<file path="config.mk">
export PLATFORM = sky130hd
export DESIGN_NAME = tevq_cell
export DESIGN_NICKNAME = d
export VERILOG_FILES = /design/src/hw/rtl/tevq_pkg.sv /design/src/hw/rtl/tevq_cell.sv
export SDC_FILE = /design/constraint.sdc
export NUM_CORES = 1
export LEC_CHECK = 0
export BUFFER_PORTS_ARGS = -buffer_cell sky130_fd_sc_hd__buf_2
export CORE_AREA = 2 2 95 97
export DETAILED_ROUTE_END_ITERATION = 10
export DIE_AREA = 0 0 97 99
export PLACE_DENSITY = 0.84
export SLEW_MARGIN = 20
export SYNTH_ARGS = -nofsm -noshare
export SYNTH_HDL_FRONTEND = slang
export SYNTH_SLANG_ARGS = --single-unit
</file>
<file path="constraint.sdc">
create_clock -name clk -period 11.3 [get_ports clk]
set_clock_uncertainty 0.1 [all_clocks]
set_input_delay 0.565 -clock clk [delete_from_list [all_inputs] [get_ports clk]]
set_output_delay 0.565 -clock clk [all_outputs]
set_load 0.05 [all_outputs]
</file>
<file path="src/hw/rtl/tevq_pkg.sv">
// Package: shared types and constants of the timed event queue.
`timescale 1ns / 1ps
`default_nettype none
package tevq_pkg;

    // Most results one poll may produce
    localparam int MAX_RESULTS = 32;
    localparam int RES_CNT_W   = $clog2(MAX_RESULTS + 1);

    // Result status codes
    localparam logic [1:0] STAT_OK    = 2'd0;
    localparam logic [1:0] STAT_FULL  = 2'd1;
    localparam logic [1:0] STAT_EMPTY = 2'd2;

    // Input opcodes
    localparam logic OP_INSERT = 1'b0;
    localparam logic OP_POLL   = 1'b1;

    // Event payload kept in each cell, apart from its time
    typedef struct packed {
        logic       kind;
        logic [3:0] chan;
        logic [6:0] pitch;
        logic [6:0] loudness;
        logic [7:0] tag;
        logic       tag_valid;
    } evt_t;

    // Per-cycle command to every cell of the chain
    typedef struct packed {
        logic ins;
        logic pop;
    } cell_ctrl_t;

endpackage
`default_nettype wire

</file>
<file path="src/hw/rtl/tevq_cell.sv">
// Module: one cell of the sorted event chain, holding one event.
`timescale 1ns / 1ps
`default_nettype none
module tevq_cell #(
    parameter int TIME_BITS = 32
) (
    input  wire                     clk,
    input  tevq_pkg::cell_ctrl_t    ctrl,
    input  wire                     occ,
    input  wire [TIME_BITS-1:0]     stamp,
    input  tevq_pkg::evt_t          new_evt,
    input  wire                     prev_lt,
    input  wire [TIME_BITS-1:0]     prev_time,
    input  tevq_pkg::evt_t          prev_evt,
    input  wire [TIME_BITS-1:0]     next_time,
    input  tevq_pkg::evt_t          next_evt,
    output logic [TIME_BITS-1:0]    time_q,
    output tevq_pkg::evt_t          evt_q,
    output logic                    lt,
    output logic                    le
);

    logic [TIME_BITS-1:0] time_reg;
    logic [TIME_BITS-1:0] time_next;
    tevq_pkg::evt_t       evt_reg;
    tevq_pkg::evt_t       evt_next;

    // Compare the held time against the command stamp
    assign lt     = occ && (time_reg < stamp);
    assign le     = (time_reg <= stamp);
    assign time_q = time_reg;
    assign evt_q  = evt_reg;

    // Pop shifts toward the head; insert keeps earlier cells, loads the new
    // event at the first cell that is not earlier (prev_lt high) and shifts the rest back
    always_comb
    begin
        time_next = time_reg;
        evt_next  = evt_reg;
        if (ctrl.pop)
        begin
            time_next = next_time;
            evt_next  = next_evt;
        end
        else if (ctrl.ins && !lt)
        begin
            if (prev_lt)
            begin
                time_next = stamp;
                evt_next  = new_evt;
            end
            else
            begin
                time_next = prev_time;
                evt_next  = prev_evt;
            end
        end
    end

    // Hold the event
    always_ff @(posedge clk)
    begin
        time_reg <= time_next;
        evt_reg  <= evt_next;
    end

endmodule
`default_nettype wire

</file>
# Word-level counts from Yosys, hierarchy flattened
# Index checks and enable logic that the tools add are counted.
# totals
register_bits,60
latchBits,0
ramBits,0
romBits,0
input_bits,185
wordCells,19
n_memories,0
# classes
addsub,0
mul,0
n_div,0
order_cmp,2
eq_ne,0
shifts,0
n_mux,6
bitwise_logic,0
reduce_logical,4
# op_table
cell,count
$mux 32,3
$mux 28,3
$le 32x32->1,1
$lt 32x32->1,1
$logic_and 1x1->1,2
$reduce_bool 2->1,1
$logic_not 1->1,1

# Logic depth before layout (Yosys ltp)
# Gate-level depths: netlist of the first run.
# logic_depth
ltp_word,6
mapped_depth,7
ltp_nobuf,7

# Worst setup path before layout of the first run
# Ideal clock, no wire load.
# synth_path
path_kind,reg-to-reg
start,"register time_reg[30], in the netlist time_q[30]"
end,"register evt_reg (netlist bit evt_q[0]), enable pin"
setup_ns,0.428
t_arrival_ns,3.440
t_required_ns,10.772
slack_ns,7.332
stages_incl_launch_ff,7
path_cell_list,edfxtp_1 > ha_1 > nand4_1 > nor4_1 > nand4_1 > a31oi_1 > o32a_1
# synth_via
elab_chain_cells,5
# synth_lines
element,line_no,text
from (decl),tevq_cell.sv:23,logic [TIME_BITS-1:0] time_reg;
from (signal assigned),tevq_cell.sv:63,time_reg <= time_next;
$lt 32x32->1,tevq_cell.sv:29,assign lt = occ && (time_reg < stamp);
$logic_and 1x1->1,tevq_cell.sv:29,
$logic_not 1->1,tevq_cell.sv:45,else if (ctrl.ins && !lt)
$logic_and 1x1->1,tevq_cell.sv:45,
$reduce_bool 2->1 (no line),n/a,
to (signal assigned),tevq_cell.sv:64,evt_reg <= evt_next;
to (decl),tevq_cell.sv:25,tevq_pkg::evt_t evt_reg;
# Every way passes these cells.
# A chain may end at the register's enable or synchronous reset.

# Final worst setup path of the first run
# layout_path
start,"register time_reg[30], in the netlist time_q[30]"
end,"register time_reg[13], in the netlist time_q[13], enable pin"
# layout_via
elab_chain_cells,5
# layout_lines
element,line_no
$lt 32x32->1,tevq_cell.sv:29
$logic_and 1x1->1,tevq_cell.sv:29
$logic_not 1->1,tevq_cell.sv:45
$logic_and 1x1->1,tevq_cell.sv:45
$reduce_bool 2->1 (no line),n/a
# Every way passes these cells.

==> impl_metrics.tcl, run 1 <==
set metrics [dict create \
    commonest_non_fill_non_tap_cell_in_the_layout "buf_2" \
    floorplan.initialDensity 0.4485 \
    setup_failing_eps_final 0 \
    worst_path_fanout_max 31 \
    via_count_of_the_first_global_routing_pass 3703 \
    nNetsFinal 830 \
    cp.arrival_ns 3.41 \
    route.detailed.wl_per_inst_um 14.34 \
    yosysWarnings 0 \
    cts_hold_buffers 0 \
    regToRegEndpoint "time_q[13]$_DFFE_PP_" \
    post-cts-setup-buffers 0 \
    cell_repeated_most_along_the_worst_path "nand4_1" \
    clock_path_buffers 2 \
    rsz_0062_raised_after_global_routing "no" \
    critical_path_depth 7 \
    cts_buffer_count 9 \
    synth_seq_area_share 0.4698 \
    dr.first_iter.drc_count 116 \
    dieWidth_um 97 \
    power.leakage_nw 2.754 \
    worstPathCellList "ha_1 -> nand4_1 -> nor4_1 -> nand4_1 -> a31oi_1 -> o32a_2 -> buf_4" \
    flow.area_growth_from_synthesis_pct 37.91 \
    critical-path-slowest-cell "o32a_2" \
    ir_drop_worst_case_vdd_v 0.00007465 \
    fillers 735 \
    outcome "finished, final reports clean" \
    ys_seq_elements 60 \
    fraction_of_layout_instances_using_a_drive_strength_above_1 0.4246 \
    remaining_antenna_violation_count 0 \
    fmax_ghz 0.2842 \
    synthTopCellsByArea "edfxtp_1 (47%), mux2i_1 (16%), ha_1 (10%)" \
    detailed_place.area_um2 5140 \
    maxCapViolCount 0 \
    layout.core_utilization 0.6185 \
    grt_first_pass_wirelength_mm 16.47 \
    power.total_uw 679.7 \
    multi_input_comb_area_um2 1832 \
    cts_repair_resize_count 0 \
    crit_type "reg2reg" \
    worst_path_largest_cell_delay_ns 0.68 \
    floorplan.rows 34 \
    finalHoldViolCount 0 \
    firstDrtPassIters 4 \
    number_of_vias_per_cell 5.062 \
    worst_r2r_startpoint "time_q[30]$_DFFE_PP_" \
    grt_max_degree 67 \
    fin_tns_setup_ns 0 \
    critPathTopFamily "compound AO/OA/AOI/OAI gates" \
    io_pins 247 \
    io_port_bufs 246 \
    wl_final_mm 10.40 \
    synthDistinctLibCells 29 \
    final-max-slew-violation-count 0 \
    worst_skew_pair.late_latency_ns 0.33 \
    cts_num_sinks 60 \
    worst_setup_hold_path_clk_slew_ns 0.07 \
    timing.critical_path.to "time_q[13]$_DFFE_PP_" \
    final_worst_slack_ns 7.781 \
    detail_route.drc_violations 0 \
    die_h_um 99 \
    final.hold.worst_slack_ns 0.4087 \
    cts_tree "built" \
    antenna_found_initial 0 \
    min-delay-path-class "in2reg" \
    setup_slack_of_the_most_critical_reg_to_reg_path_ns 7.78 \
    root_buffer "clkbuf_8" \
    gp_congestion 0.8290 \
    final_min_period_over_clock_period 0.3114 \
    syn_area_um2 3835 \
    syn_nets 591 \
    layout.cell_area.non_filler_um2 5289 \
    synth_top_area_cell "edfxtp_1" \
    worstPathRequired_ns 11.19 \
    seqCellArea_um2 1802 \
    start_kind "flip-flop" \
    worst-r2r-cell-count 7 \
    area_share_of_the_leading_cell_type_in_the_synthesized_netlist 0.4698 \
    finish.cell_count_without_fillers 725 \
    count_of_buffer_and_inverter_cells_on_the_critical_path 1 \
    leading_cell_types_in_the_layout_fill_and_taps_excluded "buf_2 (244), nand2_1 (66), o21ai_0 (63), mux2i_1 (60), edfxtp_1 (60)" \
    grt.overflow.total 0 \
    power-per-cell-area_nw_per_um2 128.5 \
    num_antenna_cells 0 \
    timing.slew.headroom 0.3291 \
    syn_avg_cell_area_um2 10.25 \
    worst_setup_sp "time_q[30]$_DFFE_PP_" \
    via_count 3670 \
    placement.setup.worst_slack_ns 7.504 \
    floorplan.die_area_um2 9603 \
    gr-usage-all-layers 0.2126 \
    dp_hpwl_mm 8.324 \
    type_of_destination_of_the_critical_path "flip-flop" \
    core_region_area_um2 8551 \
    placed_cells_incl_taps 710 \
    clock_tree.htree_level_count 3 \
    netlist_instances 374 \
    worstMarginPinSlew_ns 1.006 \
    period_minus_slack_ns 3.519 \
]
[where the power goes]
group	internal (mW)	switching (mW)	total, mW
Sequential	0.278	0.0105	0.289
Clock	0.0761	0.0768	0.153
Combinational	0.0742	0.164	0.238
[how the worst min path moves through the flow]
stage / start / end / slack [ns] / cells after the start
after global routing: next_time[6] / time_q[6]$_DFFE_PP_ / 0.42 / 3
after CTS: next_time[7] / time_q[7]$_DFFE_PP_ / 0.39 / 3
after global placement: next_evt[17] / evt_q[17]$_DFFE_PP_ / 0.74 / 3
after detailed placement: next_time[7] / time_q[7]$_DFFE_PP_ / 0.75 / 3
after floorplan: next_time[29] / time_q[29]$_DFFE_PP_ / 0.65 / 2
final: next_time[7] / time_q[7]$_DFFE_PP_ / 0.41 / 3
[worst min-delay path, stage by stage]
cell and delay, ns:
buf_2 0.07, nand2_1 0.04, o21ai_0 0.05
[area by class of cell]
class,instances,area share
clock buffers,11,0.02484
clock inverters,4,0.003312
inverters,32,0.02271
multi-input cells,262,0.3463
flip-flops and latches,60,0.3407
well taps,108,0.02555
repair buffers,248,0.2366
[cells in the mapped netlist]
cell type and n:
o32a_1 1, nor2b_1 1, nor4_1 1, nor3b_1 1
a21o_1 2, o22ai_1 1, nand3_1 3, a31oi_1 1
nand4_1 7, a221o_2 1, nand2_1 66, a221o_1 1
a211o_1 1, clkbuf_1 14, nand2b_1 2, a21oi_1 10
and2_0 1, o211ai_1 1, o21ai_0 63, a221oi_1 1
ha_1 32, or4_1 1, buf_2 6, inv_1 32
edfxtp_1 60, a2111o_1 1, mux2i_1 60, nor2_1 2
a21oi_2 1
[metal layers]
layer | global-route usage | share of wire | up-vias
met5 | 0 | 0 | -
met4 | 0.09642 | 0.024 | 0
met3 | 0.06028 | 0.078 | 24
met2 | 0.3868 | 0.52 | 167
met1 | 0.2295 | 0.38 | 1644
li1 | - | - | 1835
[cells by family (layout without fill, tap and decap cells)]
logic type | after synthesis | after routing | synth area share
AO/OA/AOI/OAI | 85 | 85 | 0.1224
buffers and inverters | 52 | 295 | 0.05286
multiplexers | 60 | 60 | 0.1566
adder cells (fa/ha/maj) | 32 | 32 | 0.1044
flip-flops | 60 | 60 | 0.4698
AND/OR/NAND/NOR | 85 | 85 | 0.09397
[registers in the layout, summed over array words and instances, names as in the netlist]
register / flops
evt_q: 28
time_q: 32
Note: power is estimated with default switching activity, not from simulation.
==> inputs of run 2 (changes only) <==
Settings changed: CORE_AREA 2 2 95 97 to unset, CORE_MARGIN set to 1.5, CORE_UTILIZATION set to 39, DIE_AREA 0 0 97 99 to unset, PLACE_DENSITY 0.84 to 0.78.
Clock period 11.3 ns to 2.96 ns, I/O delays scaled along.
==> run 2 against run 1 <==
Register-to-register slack worse by 7.6 ns. Combinational power rose to 4.1 times the previous value. Sequential share of layout area down 2.9 points. Via count up 6.0%. Final cell count up 8.6%. Non-clock buffer count up 34. Sequential power rose to 3.8 times the previous value. Utilization down 1.9 points. Critical path depth up 2. Power rose to 4.2 times the previous value. Flip-flop and latch count unchanged. Worst setup slack worse by 7.7 ns. Highest routed layer unchanged.
==> impl_metrics.tcl, run 2 (synthesized netlist as in run 1, its figures left out) <==
set metrics [dict create \
    layout.cell_area.non_filler_um2 5782 \
    dp_hpwl_mm 8.340 \
    worst_skew_pair.late_latency_ns 0.34 \
    detail_route.drc_violations 0 \
    power-per-cell-area_nw_per_um2 495.2 \
    period_minus_slack_ns 2.844 \
    final_min_period_over_clock_period 0.9607 \
    remaining_antenna_violation_count 0 \
    worst_setup_hold_path_clk_slew_ns 0.07 \
    cts_buffer_count 9 \
    finish.cell_count_without_fillers 787 \
    largest_reg_flops 32 \
    grt_max_degree 75 \
    min-delay-path-class "in2reg" \
    detailed_place.area_um2 5209 \
    flow.area_growth_from_synthesis_pct 50.77 \
    gr-usage-all-layers 0.2215 \
    finalHoldViolCount 0 \
    grt.overflow.total 0 \
    cp.arrival_ns 2.60 \
    floorplan.initialDensity 0.3978 \
    root_buffer "clkbuf_8" \
    post-cts-setup-buffers 0 \
    power.total_mw 2.863 \
    layout.core_utilization 0.5998 \
    via_count 3889 \
    start_kind "flip-flop" \
    rsz_0062_raised_after_global_routing "yes" \
    worstPathRequired_ns 2.71 \
    fin_tns_setup_ns 0 \
    dr.first_iter.drc_count 101 \
    number_of_vias_per_cell 4.942 \
    firstDrtPassIters 6 \
    setup_failing_eps_final 0 \
    final-max-slew-violation-count 0 \
    outcome "finished, final reports clean" \
    wl_final_mm 11.69 \
    gp_congestion 0.8448 \
    cts_num_sinks 60 \
    fraction_of_layout_instances_using_a_drive_strength_above_1 0.4165 \
    io_port_bufs 246 \
    floorplan.die_area_um2 10440 \
    type_of_destination_of_the_critical_path "primary output" \
    ir_drop_worst_case_vdd_v 0.0002586 \
    fmax_ghz 0.3517 \
    floorplan.rows 36 \
    timing.slew.headroom 0.3225 \
    grt_first_pass_wirelength_mm 17.53 \
    io_pins 247 \
    nNetsFinal 865 \
    antenna_found_initial 1 \
    worstMarginPinSlew_ns 1.016 \
    route.detailed.wl_per_inst_um 14.86 \
    multi_input_comb_area_um2 1898 \
    worst_path_fanout_max 3 \
    leading_cell_types_in_the_layout_fill_and_taps_excluded "buf_2 (244), nand2_1 (66), o21ai_0 (63), mux2i_1 (60), edfxtp_1 (60)" \
    die_h_um 102.2 \
    clock_path_buffers 2 \
    crit_type "reg2out" \
    dieWidth_um 102.2 \
    fillers 846 \
    seqCellArea_um2 1802 \
    commonest_non_fill_non_tap_cell_in_the_layout "buf_2" \
    maxCapViolCount 0 \
    power.leakage_nw 2.945 \
    core_region_area_um2 9639 \
    placed_cells_incl_taps 737 \
    via_count_of_the_first_global_routing_pass 3924 \
    clock_tree.htree_level_count 3 \
    cts_tree "built" \
]
[run 2: cell types whose count changed in the layout (fill, tap and decap cells not counted), moves of 2 or more]
cell           previous run  this run
bufinv_16                 0         2
buf_4                     4         6
o32a_4                    0         2
dlygate4sd3_1             0        32
[run 2: worst max-delay path, stage by stage, from the launching register on]
cell and delay [ns]:
edfxtp_1 0.40, ha_1 0.36, nand4_1 0.18, nor4_2 0.29, buf_4 0.16, nand4_1 0.17
a31oi_4 0.25, buf_4 0.15, o22ai_1 0.07, buf_2 0.23
[run 2: report_power, final]
| group | internal [mW] | switching [mW] | leakage [nW] |
|---|---|---|---|
| combinational | 0.319 | 0.651 | 2.23 |
| sequential | 1.06 | 0.0394 | 0.610 |
| clock | 0.467 | 0.326 | 0.107 |
[run 2: metal layers]
layer  global-route usage  wire length, um  up-vias  share of wire
met3              0.05677              790       41          0.068
met1               0.2372             4622     1764           0.40
met2               0.3907             5807      179           0.50
li1                     -                -     1905              -
met4               0.1359              471        0          0.040
met5                    0                0        -              0
[run 2: what timing repair did]
action	in CTS	in global routing
gates cloned	1	0
hold endpoints to repair	32	0
pin swaps	0	1
gates resized for setup	3	1
endpoints found under the setup margin	60	2
hold buffers	32	0
[run 2: metrics by stage]
step	setup slack (ns)	hold WS, ns
3_5_place_dp	-0.1022	0.3290
6_report	0.1163	0.01320
4_1_cts	0.007536	0.001400
5_1_grt	-0.01403	0.01399
2_1_floorplan	0.02776	0.2351
3_3_place_gp	0.01481	0.3270
[run 2: final cells by class]
cell class                      count  area share
Clock inverter                      6     0.01363
Timing Repair Buffer              282      0.2744
Sequential cell                    60      0.3116
Multi-Input combinational cell    263      0.3283
Inverter                           32     0.02077
Tap cell                          133     0.02878
Clock buffer                       10     0.02207
Antenna cell                        1   0.0004328
[run 2: final timing paths]
| check | start | to | slack [ns] | depth (start not counted) |
|---|---|---|---|---|
| worst min register to register | time_q[15]$_DFFE_PP_ | time_q[2]$_DFFE_PP_ | 1.32 | 4 |
| worst max-delay path | time_q[30]$_DFFE_PP_ | le | 0.12 | 9 |
| worst max register to register | time_q[30]$_DFFE_PP_ | time_q[10]$_DFFE_PP_ | 0.23 | 7 |
| worst min-delay path | next_time[2] | time_q[2]$_DFFE_PP_ | 0.01 | 3 |
